===== config.mk =====
export PLATFORM = sky130hd
export DESIGN_NAME = basic_source_tokenizer_core_flat
export DESIGN_NICKNAME = d
export VERILOG_FILES = /design/src/rtl/core/bstok_pkg.sv /design/src/rtl/core/bstok_in_if.sv /design/src/rtl/core/bstok_out_if.sv /design/src/rtl/core/bstok_lexer.sv /design/src/rtl/core/bstok_tok_fifo.sv /design/src/rtl/core/basic_source_tokenizer_core.sv /design/src/flat_wrapper.sv
export SDC_FILE = /design/constraint.sdc
export NUM_CORES = 1
export LEC_CHECK = 0
export ABC_AREA = 1
export ABC_CLOCK_PERIOD_IN_PS = 6050
export BUFFER_PORTS_ARGS = -buffer_cell sky130_fd_sc_hd__buf_2
export CORE_UTILIZATION = 60
export DETAILED_ROUTE_END_ITERATION = 8
export GPL_TIMING_DRIVEN = 0
export PLACE_DENSITY_LB_ADDON = 0.12
export SYNTH_ARGS = -nofsm -noshare
export SYNTH_HDL_FRONTEND = slang
export SYNTH_SLANG_ARGS = --single-unit
export TNS_END_PERCENT = 50

===== constraint.sdc =====
create_clock -name clk -period 6.05 [get_ports clk]
set_clock_uncertainty 0.1 [all_clocks]
set_input_delay 0 -clock clk [delete_from_list [all_inputs] [get_ports clk]]
set_output_delay 0 -clock clk [all_outputs]
set_load 0.03 [all_outputs]

===== src/rtl/core/bstok_pkg.sv =====
// ----------------------------------------------------------------------------
// BASIC source tokeniser: shared package
// Token kinds, error codes, lexer modes, the result record and the keyword
// lookup used by the lexer, the token queue and the port checker.
// ----------------------------------------------------------------------------
package bstok_pkg;

	// Default widths and limits
	localparam int POS_BITS_DEF      = 16;
	localparam int KEYWORD_CHARS_DEF = 8;

	// Results per source byte and token queue depth (a power of two)
	localparam int TQ_MAX   = 3;
	localparam int TQ_DEPTH = 8;
	localparam int TQ_PTR_W = $clog2(TQ_DEPTH);
	localparam int TQ_LVL_W = $clog2(TQ_DEPTH + 1);

	// Token kinds
	localparam logic [4:0] K_NEWLINE  = 5'd0;
	localparam logic [4:0] K_EOF      = 5'd1;
	localparam logic [4:0] K_NUMBER   = 5'd2;
	localparam logic [4:0] K_IDENT    = 5'd3;
	localparam logic [4:0] K_STRING   = 5'd4;
	localparam logic [4:0] K_KEYWORD0 = 5'd5;
	localparam logic [4:0] K_EQ       = 5'd16;
	localparam logic [4:0] K_PLUS     = 5'd17;
	localparam logic [4:0] K_MINUS    = 5'd18;
	localparam logic [4:0] K_ASTERISK = 5'd19;
	localparam logic [4:0] K_SLASH    = 5'd20;
	localparam logic [4:0] K_EQEQ     = 5'd21;
	localparam logic [4:0] K_NOTEQ    = 5'd22;
	localparam logic [4:0] K_LT       = 5'd23;
	localparam logic [4:0] K_LTEQ     = 5'd24;
	localparam logic [4:0] K_GT       = 5'd25;
	localparam logic [4:0] K_GTEQ     = 5'd26;

	// Error codes
	localparam logic [2:0] E_NONE       = 3'd0;
	localparam logic [2:0] E_LONE_BANG  = 3'd1;
	localparam logic [2:0] E_BAD_STRING = 3'd2;
	localparam logic [2:0] E_BAD_FRAC   = 3'd3;
	localparam logic [2:0] E_UNEXPECTED = 3'd4;

	// Pending operator codes
	localparam logic [1:0] PEND_EQ   = 2'd0;
	localparam logic [1:0] PEND_BANG = 2'd1;
	localparam logic [1:0] PEND_GT   = 2'd2;
	localparam logic [1:0] PEND_LT   = 2'd3;

	typedef enum logic [3:0] {
		LM_IDLE,
		LM_COMMENT,
		LM_STRING,
		LM_NUM_INT,
		LM_NUM_DOT,
		LM_NUM_FRAC,
		LM_WORD,
		LM_OP,
		LM_ERROR
	} lex_mode_t;

	typedef struct packed {
		logic [4:0]  kind;
		logic [15:0] start_pos;
		logic [15:0] length;
		logic [2:0]  error_code;
		logic        last;
	} tok_t;

	// Up to three results written into the token queue in one cycle
	typedef struct packed {
		logic [1:0]              n;
		tok_t [TQ_MAX-1:0]       item;
	} tok_push_t;

	// Keywords, right-aligned in the 64-bit capture register, in kind order
	localparam int KW_COUNT = 11;
	localparam logic [63:0] KW_CODE [KW_COUNT] = '{
		64'h0000_004C_4142_454C,  // LABEL
		64'h0000_0000_474F_544F,  // GOTO
		64'h0000_0050_5249_4E54,  // PRINT
		64'h0000_0049_4E50_5554,  // INPUT
		64'h0000_0000_004C_4554,  // LET
		64'h0000_0000_0000_4946,  // IF
		64'h0000_0000_5448_454E,  // THEN
		64'h0000_0045_4E44_4946,  // ENDIF
		64'h0000_0057_4849_4C45,  // WHILE
		64'h0000_5245_5045_4154,  // REPEAT
		64'h454E_4457_4849_4C45   // ENDWHILE
	};

	function automatic logic [4:0] kw_kind(input logic [63:0] word);
		logic [4:0] k;
		k = K_IDENT;
		for (int i = KW_COUNT - 1; i >= 0; i--) begin
			if (word == KW_CODE[i]) begin
				k = K_KEYWORD0 + 5'(i);
			end
		end
		return k;
	endfunction

	function automatic logic [4:0] op_single(input logic [1:0] pend);
		logic [4:0] k;
		unique case (pend)
			PEND_EQ:   k = K_EQ;
			PEND_GT:   k = K_GT;
			PEND_LT:   k = K_LT;
			default:   k = K_NEWLINE;
		endcase
		return k;
	endfunction

	function automatic logic [4:0] op_double(input logic [1:0] pend);
		logic [4:0] k;
		unique case (pend)
			PEND_EQ:   k = K_EQEQ;
			PEND_BANG: k = K_NOTEQ;
			PEND_GT:   k = K_GTEQ;
			default:   k = K_LTEQ;
		endcase
		return k;
	endfunction

endpackage


===== src/rtl/core/bstok_in_if.sv =====
// ----------------------------------------------------------------------------
// BASIC source tokeniser: source byte channel
// Valid/ready channel carrying one source byte and the end-of-source mark.
// ----------------------------------------------------------------------------
interface bstok_in_if;
	logic       valid;
	logic       ready;
	logic [7:0] ch;
	logic       at_end;

	modport source (output valid, output ch, output at_end, input ready);
	modport sink   (input valid, input ch, input at_end, output ready);
endinterface


===== src/rtl/core/bstok_out_if.sv =====
// ----------------------------------------------------------------------------
// BASIC source tokeniser: token channel
// Valid/ready channel carrying one token record per request.
// ----------------------------------------------------------------------------
interface bstok_out_if;
	logic        valid;
	logic        ready;
	logic [4:0]  kind;
	logic [15:0] start_pos;
	logic [15:0] length;
	logic [2:0]  error_code;
	logic        last;

	modport source (output valid, output kind, output start_pos, output length,
		output error_code, output last, input ready);
	modport sink   (input valid, input kind, input start_pos, input length,
		input error_code, input last, output ready);
endinterface


===== src/rtl/core/bstok_lexer.sv =====
// ----------------------------------------------------------------------------
// BASIC source tokeniser: lexer stage
// Input register, lexer state and the single-pass step that turns one byte
// into up to three token records for the token queue.
// ----------------------------------------------------------------------------
module bstok_lexer
	import bstok_pkg::*;
#(
	parameter int POS_BITS      = POS_BITS_DEF,
	parameter int KEYWORD_CHARS = KEYWORD_CHARS_DEF
) (
	input  logic                clk,
	input  logic                arst_n,
	bstok_in_if.sink            text,
	input  logic [TQ_LVL_W-1:0] tq_level,
	output tok_push_t           push
);

	localparam logic [7:0] CH_NUL   = 8'd0;
	localparam logic [7:0] CH_TAB   = 8'd9;
	localparam logic [7:0] CH_LF    = 8'd10;
	localparam logic [7:0] CH_CR    = 8'd13;
	localparam logic [7:0] CH_SPACE = 8'd32;
	localparam logic [7:0] CH_BANG  = 8'd33;
	localparam logic [7:0] CH_QUOTE = 8'd34;
	localparam logic [7:0] CH_HASH  = 8'd35;
	localparam logic [7:0] CH_PCT   = 8'd37;
	localparam logic [7:0] CH_STAR  = 8'd42;
	localparam logic [7:0] CH_PLUS  = 8'd43;
	localparam logic [7:0] CH_MINUS = 8'd45;
	localparam logic [7:0] CH_DOT   = 8'd46;
	localparam logic [7:0] CH_SLASH = 8'd47;
	localparam logic [7:0] CH_LESS  = 8'd60;
	localparam logic [7:0] CH_EQ    = 8'd61;
	localparam logic [7:0] CH_MORE  = 8'd62;
	localparam logic [7:0] CH_BSL   = 8'd92;

	localparam int SUM_W = TQ_LVL_W + 1;

	// Input register
	logic       valid_s1;
	logic [7:0] ch_s1;
	logic       at_end_s1;

	// Lexer state
	lex_mode_t           mode_q, mode_d;
	logic [POS_BITS-1:0] tstart_q, tstart_d;
	logic [POS_BITS-1:0] pos_q, pos_d;
	logic [63:0]         wcap_q, wcap_d;
	logic                wlong_q, wlong_d;
	logic [1:0]          pend_q, pend_d;

	logic [7:0]          c;
	logic [POS_BITS-1:0] pos_inc;
	logic [POS_BITS-1:0] span_raw;
	logic [15:0]         span16;
	logic                is_digit, is_alpha;
	logic                ra_v, rb_v, eof_v, go_b;
	tok_t                ra, rb, eof_tok;
	logic [SUM_W-1:0]    level_sum;

	function automatic tok_t mk_tok(input logic [4:0] kind, input logic [15:0] start,
		input logic [15:0] len, input logic [2:0] err);
		tok_t t;
		t.kind       = kind;
		t.start_pos  = start;
		t.length     = len;
		t.error_code = err;
		t.last       = 1'b0;
		return t;
	endfunction

	// Room for the byte in the input register and for the next one
	assign level_sum  = SUM_W'(tq_level) + (valid_s1 ? SUM_W'(TQ_MAX) : '0);
	assign text.ready = (level_sum <= SUM_W'(TQ_DEPTH - TQ_MAX));

	// The byte in the input register is lexed while it is held there
	always_ff @(posedge clk or negedge arst_n) begin
		if (!arst_n) begin
			valid_s1 <= 1'b0;
		end else begin
			valid_s1 <= text.valid && text.ready;
		end
	end

	always_ff @(posedge clk) begin
		if (text.valid && text.ready) begin
			ch_s1     <= text.ch;
			at_end_s1 <= text.at_end;
		end
	end

	// An end of source is handled as a newline at the current position
	assign c        = at_end_s1 ? CH_LF : ch_s1;
	assign pos_inc  = (pos_q == {POS_BITS{1'b1}}) ? pos_q : pos_q + 1'b1;
	assign span_raw = (pos_q >= tstart_q) ? pos_q - tstart_q : '0;
	assign span16   = (32'(span_raw) > 32'hFFFF) ? 16'hFFFF : 16'(span_raw);
	assign is_digit = (c >= 8'd48) && (c <= 8'd57);
	assign is_alpha = ((c >= 8'd65) && (c <= 8'd90)) || ((c >= 8'd97) && (c <= 8'd122));
	assign eof_tok  = mk_tok(K_EOF, 16'(pos_inc), 16'd0, E_NONE);

	always_comb begin
		mode_d   = mode_q;
		tstart_d = tstart_q;
		pos_d    = pos_q;
		wcap_d   = wcap_q;
		wlong_d  = wlong_q;
		pend_d   = pend_q;
		ra_v     = 1'b0;
		ra       = '0;
		rb_v     = 1'b0;
		rb       = '0;
		go_b     = 1'b0;
		eof_v    = 1'b0;

		// Continue or close the token in progress
		unique case (mode_q)
			LM_ERROR: begin
			end
			LM_COMMENT: begin
				if (c == CH_LF) begin
					mode_d = LM_IDLE;
					go_b   = 1'b1;
				end
			end
			LM_STRING: begin
				if (c == CH_QUOTE) begin
					mode_d = LM_IDLE;
					ra_v   = 1'b1;
					ra     = mk_tok(K_STRING, 16'(tstart_q), span16, E_NONE);
				end else if (c == CH_CR || c == CH_LF || c == CH_BSL || c == CH_TAB
					|| c == CH_PCT) begin
					mode_d = LM_ERROR;
					ra_v   = 1'b1;
					ra     = mk_tok(K_NEWLINE, 16'(pos_q), 16'd0, E_BAD_STRING);
				end
			end
			LM_NUM_INT: begin
				if (c == CH_DOT) begin
					mode_d = LM_NUM_DOT;
				end else if (!is_digit) begin
					mode_d = LM_IDLE;
					ra_v   = 1'b1;
					ra     = mk_tok(K_NUMBER, 16'(tstart_q), span16, E_NONE);
					go_b   = 1'b1;
				end
			end
			LM_NUM_DOT: begin
				if (is_digit) begin
					mode_d = LM_NUM_FRAC;
				end else begin
					mode_d = LM_ERROR;
					ra_v   = 1'b1;
					ra     = mk_tok(K_NEWLINE, 16'(pos_q), 16'd0, E_BAD_FRAC);
				end
			end
			LM_NUM_FRAC: begin
				if (!is_digit) begin
					mode_d = LM_IDLE;
					ra_v   = 1'b1;
					ra     = mk_tok(K_NUMBER, 16'(tstart_q), span16, E_NONE);
					go_b   = 1'b1;
				end
			end
			LM_WORD: begin
				if (is_digit || is_alpha) begin
					if (wcap_q[63:56] != 8'd0 || 32'(span16) >= 32'(KEYWORD_CHARS)) begin
						wlong_d = 1'b1;
					end else begin
						wcap_d = {wcap_q[55:0], c};
					end
				end else begin
					mode_d = LM_IDLE;
					ra_v   = 1'b1;
					ra     = mk_tok(wlong_q ? K_IDENT : kw_kind(wcap_q), 16'(tstart_q),
						span16, E_NONE);
					go_b   = 1'b1;
				end
			end
			LM_OP: begin
				if (c == CH_EQ) begin
					mode_d = LM_IDLE;
					ra_v   = 1'b1;
					ra     = mk_tok(op_double(pend_q), 16'(tstart_q), 16'd2, E_NONE);
				end else if (pend_q == PEND_BANG) begin
					mode_d = LM_ERROR;
					ra_v   = 1'b1;
					ra     = mk_tok(K_NEWLINE, 16'(pos_q), 16'd0, E_LONE_BANG);
				end else begin
					mode_d = LM_IDLE;
					ra_v   = 1'b1;
					ra     = mk_tok(op_single(pend_q), 16'(tstart_q), 16'd1, E_NONE);
					go_b   = 1'b1;
				end
			end
			default: begin
				mode_d = LM_IDLE;
				go_b   = 1'b1;
			end
		endcase

		// Between tokens: start a new one or emit a single-byte token
		if (go_b) begin
			tstart_d = pos_q;
			unique case (c)
				CH_SPACE, CH_TAB, CH_CR: begin
				end
				CH_HASH: mode_d = LM_COMMENT;
				CH_LF: begin
					rb_v = 1'b1;
					rb   = mk_tok(K_NEWLINE, 16'(pos_q), 16'd1, E_NONE);
				end
				CH_NUL: begin
					rb_v = 1'b1;
					rb   = mk_tok(K_EOF, 16'(pos_q), 16'd0, E_NONE);
				end
				CH_PLUS: begin
					rb_v = 1'b1;
					rb   = mk_tok(K_PLUS, 16'(pos_q), 16'd1, E_NONE);
				end
				CH_MINUS: begin
					rb_v = 1'b1;
					rb   = mk_tok(K_MINUS, 16'(pos_q), 16'd1, E_NONE);
				end
				CH_STAR: begin
					rb_v = 1'b1;
					rb   = mk_tok(K_ASTERISK, 16'(pos_q), 16'd1, E_NONE);
				end
				CH_SLASH: begin
					rb_v = 1'b1;
					rb   = mk_tok(K_SLASH, 16'(pos_q), 16'd1, E_NONE);
				end
				CH_EQ: begin
					pend_d = PEND_EQ;
					mode_d = LM_OP;
				end
				CH_BANG: begin
					pend_d = PEND_BANG;
					mode_d = LM_OP;
				end
				CH_MORE: begin
					pend_d = PEND_GT;
					mode_d = LM_OP;
				end
				CH_LESS: begin
					pend_d = PEND_LT;
					mode_d = LM_OP;
				end
				CH_QUOTE: begin
					tstart_d = pos_inc;
					mode_d   = LM_STRING;
				end
				default: begin
					if (is_digit) begin
						mode_d = LM_NUM_INT;
					end else if (is_alpha) begin
						mode_d  = LM_WORD;
						wcap_d  = {56'd0, c};
						wlong_d = 1'b0;
					end else begin
						mode_d = LM_ERROR;
						rb_v   = 1'b1;
						rb     = mk_tok(K_NEWLINE, 16'(pos_q), 16'd0, E_UNEXPECTED);
					end
				end
			endcase
		end

		// End of source outside the error mode: closing EOF, then back to the state after reset
		if (at_end_s1) begin
			if (mode_d != LM_ERROR) begin
				eof_v    = 1'b1;
				mode_d   = LM_IDLE;
				tstart_d = '0;
				pos_d    = '0;
				wcap_d   = '0;
				wlong_d  = 1'b0;
				pend_d   = PEND_EQ;
			end
		end else begin
			pos_d = pos_inc;
		end
	end

	always_ff @(posedge clk or negedge arst_n) begin
		if (!arst_n) begin
			mode_q   <= LM_IDLE;
			tstart_q <= '0;
			pos_q    <= '0;
			wcap_q   <= '0;
			wlong_q  <= 1'b0;
			pend_q   <= PEND_EQ;
		end else if (valid_s1) begin
			mode_q   <= mode_d;
			tstart_q <= tstart_d;
			pos_q    <= pos_d;
			wcap_q   <= wcap_d;
			wlong_q  <= wlong_d;
			pend_q   <= pend_d;
		end
	end

	// Pack the results in order and mark the final one
	always_comb begin
		logic [1:0] cnt;
		cnt       = 2'd0;
		push.item = '0;
		if (valid_s1 && ra_v) begin
			push.item[cnt] = ra;
			cnt            = cnt + 2'd1;
		end
		if (valid_s1 && rb_v) begin
			push.item[cnt] = rb;
			cnt            = cnt + 2'd1;
		end
		if (valid_s1 && eof_v) begin
			push.item[cnt] = eof_tok;
			cnt            = cnt + 2'd1;
		end
		if (cnt != 2'd0) begin
			push.item[cnt - 2'd1].last = 1'b1;
		end
		push.n = cnt;
	end

endmodule


===== src/rtl/core/bstok_tok_fifo.sv =====
// ----------------------------------------------------------------------------
// BASIC source tokeniser: token queue
// Small queue that takes up to three token records a cycle and hands one
// per request to the token channel.
// ----------------------------------------------------------------------------
module bstok_tok_fifo
	import bstok_pkg::*;
(
	input  logic                clk,
	input  logic                arst_n,
	input  tok_push_t           push,
	output logic [TQ_LVL_W-1:0] level,
	bstok_out_if.source         tokens
);

	tok_t                mem [TQ_DEPTH];
	logic [TQ_PTR_W-1:0] wr_ptr, rd_ptr;
	logic                pop;
	tok_t                head;

	assign pop          = tokens.valid && tokens.ready;
	assign head         = mem[rd_ptr];
	assign tokens.valid = (level != '0);
	assign tokens.kind       = head.kind;
	assign tokens.start_pos  = head.start_pos;
	assign tokens.length     = head.length;
	assign tokens.error_code = head.error_code;
	assign tokens.last       = head.last;

	always_ff @(posedge clk) begin
		for (int i = 0; i < TQ_MAX; i++) begin
			if (i < int'(push.n)) begin
				mem[wr_ptr + TQ_PTR_W'(i)] <= push.item[i];
			end
		end
	end

	always_ff @(posedge clk or negedge arst_n) begin
		if (!arst_n) begin
			wr_ptr <= '0;
			rd_ptr <= '0;
			level  <= '0;
		end else begin
			wr_ptr <= wr_ptr + TQ_PTR_W'(push.n);
			if (pop) begin
				rd_ptr <= rd_ptr + 1'b1;
			end
			level <= level + TQ_LVL_W'(push.n) - TQ_LVL_W'(pop);
		end
	end

endmodule


===== src/rtl/core/basic_source_tokenizer_core.sv =====
// A byte accepted into the input register is lexed in the cycle after acceptance;
// its tokens are written into the token queue, which offers them on the token channel.
// Throughput: one source byte per cycle while the eight-entry token queue keeps room
// for three tokens for each byte in flight; tokens leave at one per cycle while ready is high.
// Reset: arst_n empties the queue and returns the lexer to idle at position zero,
// clearing a sticky error.
// ----------------------------------------------------------------------------
// BASIC source tokeniser: top level
// Streaming lexer for a small BASIC dialect. Each source byte goes through an
// input register, is lexed in a single pass against the lexer state, and the
// resulting tokens (none, one, two, or three at end of source) are written
// into a short queue that drives the token channel.
// ----------------------------------------------------------------------------
module basic_source_tokenizer_core
	import bstok_pkg::*;
#(
	parameter int POS_BITS      = POS_BITS_DEF,
	parameter int KEYWORD_CHARS = KEYWORD_CHARS_DEF
) (
	input  logic        clk,
	input  logic        arst_n,
	bstok_in_if.sink    text,
	bstok_out_if.source tokens
);

	// The queue fill level tells the lexer whether another byte may enter:
	// the byte held in the input register and the new one may each produce
	// up to three tokens, so both must fit before ready is raised.
	logic [TQ_LVL_W-1:0] tq_level;

	// Tokens written in one cycle travel as one record with their count.
	tok_push_t tq_push;

	// The lexer holds the mode, the token start, the saturating position and
	// the word capture used for keyword matching. Errors park it in a sticky
	// error mode that only reset leaves.
	bstok_lexer #(
		.POS_BITS      (POS_BITS),
		.KEYWORD_CHARS (KEYWORD_CHARS)
	) u_lexer (
		.clk      (clk),
		.arst_n   (arst_n),
		.text     (text),
		.tq_level (tq_level),
		.push     (tq_push)
	);

	// The token queue separates the two sides, so a stalled consumer does not
	// stop bytes from entering until the queue is close to full.
	bstok_tok_fifo u_tok_fifo (
		.clk    (clk),
		.arst_n (arst_n),
		.push   (tq_push),
		.level  (tq_level),
		.tokens (tokens)
	);

endmodule


===== src/flat_wrapper.sv =====
// flat-port wrapper written by rule: the top's interface ports become plain ports
module basic_source_tokenizer_core_flat import bstok_pkg::*;
#(
	parameter int POS_BITS      = POS_BITS_DEF,
	parameter int KEYWORD_CHARS = KEYWORD_CHARS_DEF
)
  (clk, arst_n, text_valid, text_ch, text_at_end, text_ready, tokens_valid, tokens_kind, tokens_start_pos, tokens_length, tokens_error_code, tokens_last, tokens_ready);
  bstok_in_if text_i ();
  bstok_out_if tokens_i ();
  input  logic clk;
  input  logic arst_n;
  input wire logic [$bits(text_i.valid)-1:0] text_valid;
  input wire logic [$bits(text_i.ch)-1:0] text_ch;
  input wire logic [$bits(text_i.at_end)-1:0] text_at_end;
  output wire logic [$bits(text_i.ready)-1:0] text_ready;
  output wire logic [$bits(tokens_i.valid)-1:0] tokens_valid;
  output wire logic [$bits(tokens_i.kind)-1:0] tokens_kind;
  output wire logic [$bits(tokens_i.start_pos)-1:0] tokens_start_pos;
  output wire logic [$bits(tokens_i.length)-1:0] tokens_length;
  output wire logic [$bits(tokens_i.error_code)-1:0] tokens_error_code;
  output wire logic [$bits(tokens_i.last)-1:0] tokens_last;
  input wire logic [$bits(tokens_i.ready)-1:0] tokens_ready;
  assign text_i.valid = text_valid;
  assign text_i.ch = text_ch;
  assign text_i.at_end = text_at_end;
  assign text_ready = text_i.ready;
  assign tokens_valid = tokens_i.valid;
  assign tokens_kind = tokens_i.kind;
  assign tokens_start_pos = tokens_i.start_pos;
  assign tokens_length = tokens_i.length;
  assign tokens_error_code = tokens_i.error_code;
  assign tokens_last = tokens_i.last;
  assign tokens_i.ready = tokens_ready;
  basic_source_tokenizer_core #(.POS_BITS(POS_BITS), .KEYWORD_CHARS(KEYWORD_CHARS)) u_core (.clk(clk), .arst_n(arst_n), .text(text_i), .tokens(tokens_i));
endmodule

==> results.tsv <==
metric	value	unit
Post-synth EDFFs	337	
unrepaired setup endpoints after global routing	no	
post-synthesis cell type count	52	
core area	47850	um2
top-count cell post-synth	nand2_1	
post-synth top area cell	edfxtp_1	
Setup TNS Final	0	ns
Final Routed Wirelength	111.6	mm
leakage power	15.10	nW
Synth-to-Final Area Change	11.61	%
Initial Utilization	60.92	%
antenna violations before repair	2	
critical path peak fanout	11	
CP required	6.23	ns
Inst Count DP	4707	
fmax	173.3	MHz
multi-input logic area	14290	um2
ant diodes	0	
most frequent cells after synthesis	nand2_1, nor2_1, nand3_1, edfxtp_1, o21ai_0	
status	complete, but fails checks	
Mapped Avg Cell Area	7.229	um2
peak supply drop	316.8	uV
routability cong.	1.068	
DR WL/cell	23.10	um
DRC viols	19	
IO Count	56	
worst skew pair latency	0.64	ns
DP HPWL	76.18	mm
first-pass GRT wire length	162.2	mm
CTS tree	built	
minimum clock period	5.772	ns
DR pass1 iterations	9	
R2R setup slack	0.28	ns
relative slew slack	10.26	%
Pwr per Cell Area	408.5	nW/um2
I/O Buffers	55	
share of cells above drive strength 1	8.086	%
asr flop ratio synth	25.28	%
CP Launch Type	flop	
top-area cell type share of the netlist area	34.72	%
Least-Margin Pin Slew	1.346	ns
Die Y-Extent	222.4	um
CTS sink count	451	
endpoints failing setup	0	
vias in the first global route	27769	
Root Driver	clkbuf_16	
failing checks	design-rule violations	
Min-Delay Path Class	in -> reg	
final instance count without filler cells	4832	
Syn Nets	4086	
final hold violation count	0	
dominant cells by area after synthesis	edfxtp_1, nand2_1, dfrtp_1	
Syn Std Cell Area	29150	um2
Die X	222.4	um
vias per cell	6.209	
GRT Util Overall	43.59	%
initial DRC count	5015	
die area	49460	um2
FF+latch count, synth	451	
sequential fraction of the synthesis area	44.51	%
max-cap violations	0	
Final nets	4231	
Gate Count Post-Synth	4032	
via count	30002	
clock buffer depth	3	
Std-Cell Rows	80	
Synth Flop Type	edfxtp_1	
fin. max-slew vios	0	
period utilization	95.40	%
# fillers	4111	
hold slack	0.2903	ns
global route total overflow	0	
Detail Route Antenna Nets	0	
Layout Utilization	67.99	%
clk slew on worst S/H paths	0.06	ns
CP Class	reg -> reg	
largest net degree at the start of global routing	64	
crit path DAT	5.95	ns
warnings from Yosys	0	
CTS H-tree depth	2	
CTS buffer count	49	
Crit. End Element	flop	
Seq. cell area	12970	um2
-- kinds of logic (layout without fill, tap and decap cells) --
logic type,after synthesis,in the layout,synth area share (%)
AO/OA/AOI/OAI,543,543,10.09
XOR/XNOR,20,20,0.6010
adder cells (fa/ha/maj),41,41,1.863
buffers and inverters,511,687,7.272
flip-flops,451,451,44.51
AND/OR/NAND/NOR,2466,2475,35.66
-- worst paths after layout --
| path | end | depth (start not counted) | start |
|---|---|---|---|
| setup / recovery | u_core.u_tok_fifo.mem[1][5] | 18 | u_core.u_lexer.mode_q[1] |
| hold / removal | u_core.u_lexer.valid_s1 | 3 | text_valid |
| setup reg to reg | u_core.u_tok_fifo.mem[1][5] | 18 | u_core.u_lexer.mode_q[1] |
| hold reg to reg | u_core.u_lexer.wcap_q[37] | 2 | u_core.u_lexer.wcap_q[37] |
| max in group asynchronous | u_core.u_lexer.tstart_q[7] | 4 | arst_n |
| min in group asynchronous | u_core.u_lexer.wcap_q[23] | 4 | arst_n |
-- cell usage in the layout, fill, tap and decap left out, types with 5 or more instances in the layout --
cell type      synthesis  layout
nor3_1                47      47
nand3_4               13      27
nor2_1               654     654
buf_4                 11      12
buf_16                 0       5
ha_1                  37      37
buf_1                 15      15
nand4_1               42      42
clkbuf_16              0      49
xnor2_1                5       5
nor2_2                16      16
nor2_4                 6       6
dlygate4sd3_1          0      22
edfxtp_1             337     337
inv_1                274     274
nand2_1             1256    1256
o21ai_1               13      13
o22ai_1               77      77
bufinv_16              0       5
xor2_1                15      15
clkbuf_1             114     123
dfrtp_1              114     114
buf_6                 12      13
nand3_2                9      12
a31oi_1               54      54
nand2_2               18      18
clkinv_2               0       7
o21ai_0              286     286
nand3_1              380     372
clkinv_1               1       6
a21oi_1               98      98
buf_2                 56     110
inv_2                 28      28
clkbuf_8               0       6
-- worst max-delay path: stages (launching register included) --
cell      delay [ns]
dfrtp_1         0.32
buf_2           0.17
inv_1           0.10
nor3_1          0.79
nand3_2         0.38
nand2_1         0.22
nor2_2          0.11
nor2_2          0.30
buf_2           0.33
ha_1            0.27
clkbuf_1        0.20
inv_1           0.31
nor2_1          0.10
nor2_2          0.24
buf_6           0.25
inv_2           0.12
nand2_1         0.23
nand2_1         0.32
nand3_2         0.52
-- area by class of cell --
class | instances | area share [%]
plain buffers | 207 | 3.012
repair buffers | 86 | 2.173
inverters | 303 | 3.496
well taps | 615 | 2.365
flip-flops and latches | 451 | 39.88
multi-input cells | 3079 | 43.93
clock inverters | 25 | 0.9962
clock buffers | 66 | 4.150
-- flip-flops by register name (all words and copies together) (netlist names), 4 cells and up --
signal                   flops
u_core.u_tok_fifo.mem      328
u_core.u_lexer.wcap_q       64
u_core.u_lexer.ch_s1         8
u_core.u_lexer.tstart_q     16
u_core.u_lexer.pos_q        16
u_core.u_lexer.mode_q        4
u_core.u_tok_fifo.level      4
-- through the flow --
step / instance area, um2 / power [mW] / setup slack (ns)
final: 32530 / 13.29 / 0.2784
after floorplan: 29150 / 7.902 / 0.9014
after CTS: 32330 / 12.99 / 0.0002491
after detailed placement: 30400 / 9.882 / 0.005871
after global routing: 32530 / 13.80 / 0.02745
after global placement: 30190 / 9.802 / -1.534
-- report_power, final --
group	total [mW]	internal [mW]	switching (mW)
Combinational	6.22	1.60	4.63
Clock	3.16	1.80	1.36
Sequential	3.91	3.72	0.188
Total	13.3	7.12	6.17
-- per-layer routing --
layer / wire, um / up-vias / track usage (%)
li1: - / 13628 / -
met1: 40910 / 13651 / 57.84
met2: 48630 / 2246 / 66.61
met3: 15860 / 473 / 10.99
met4: 6177 / 4 / 21.67
met5: 27 / - / 0
-- what timing repair did --
| item | in CTS | in global routing |
|---|---|---|
| setup buffers | 0 | 3 |
| gates cloned | 0 | 9 |
| hold buffers | 23 | 0 |
| gates resized for setup | 2 | 10 |
| pin swaps | 0 | 4 |
| endpoints found under the hold margin | 136 | 0 |
| endpoints found under the setup margin | 35 | 330 |
Note: power is estimated with default switching activity, not from simulation.
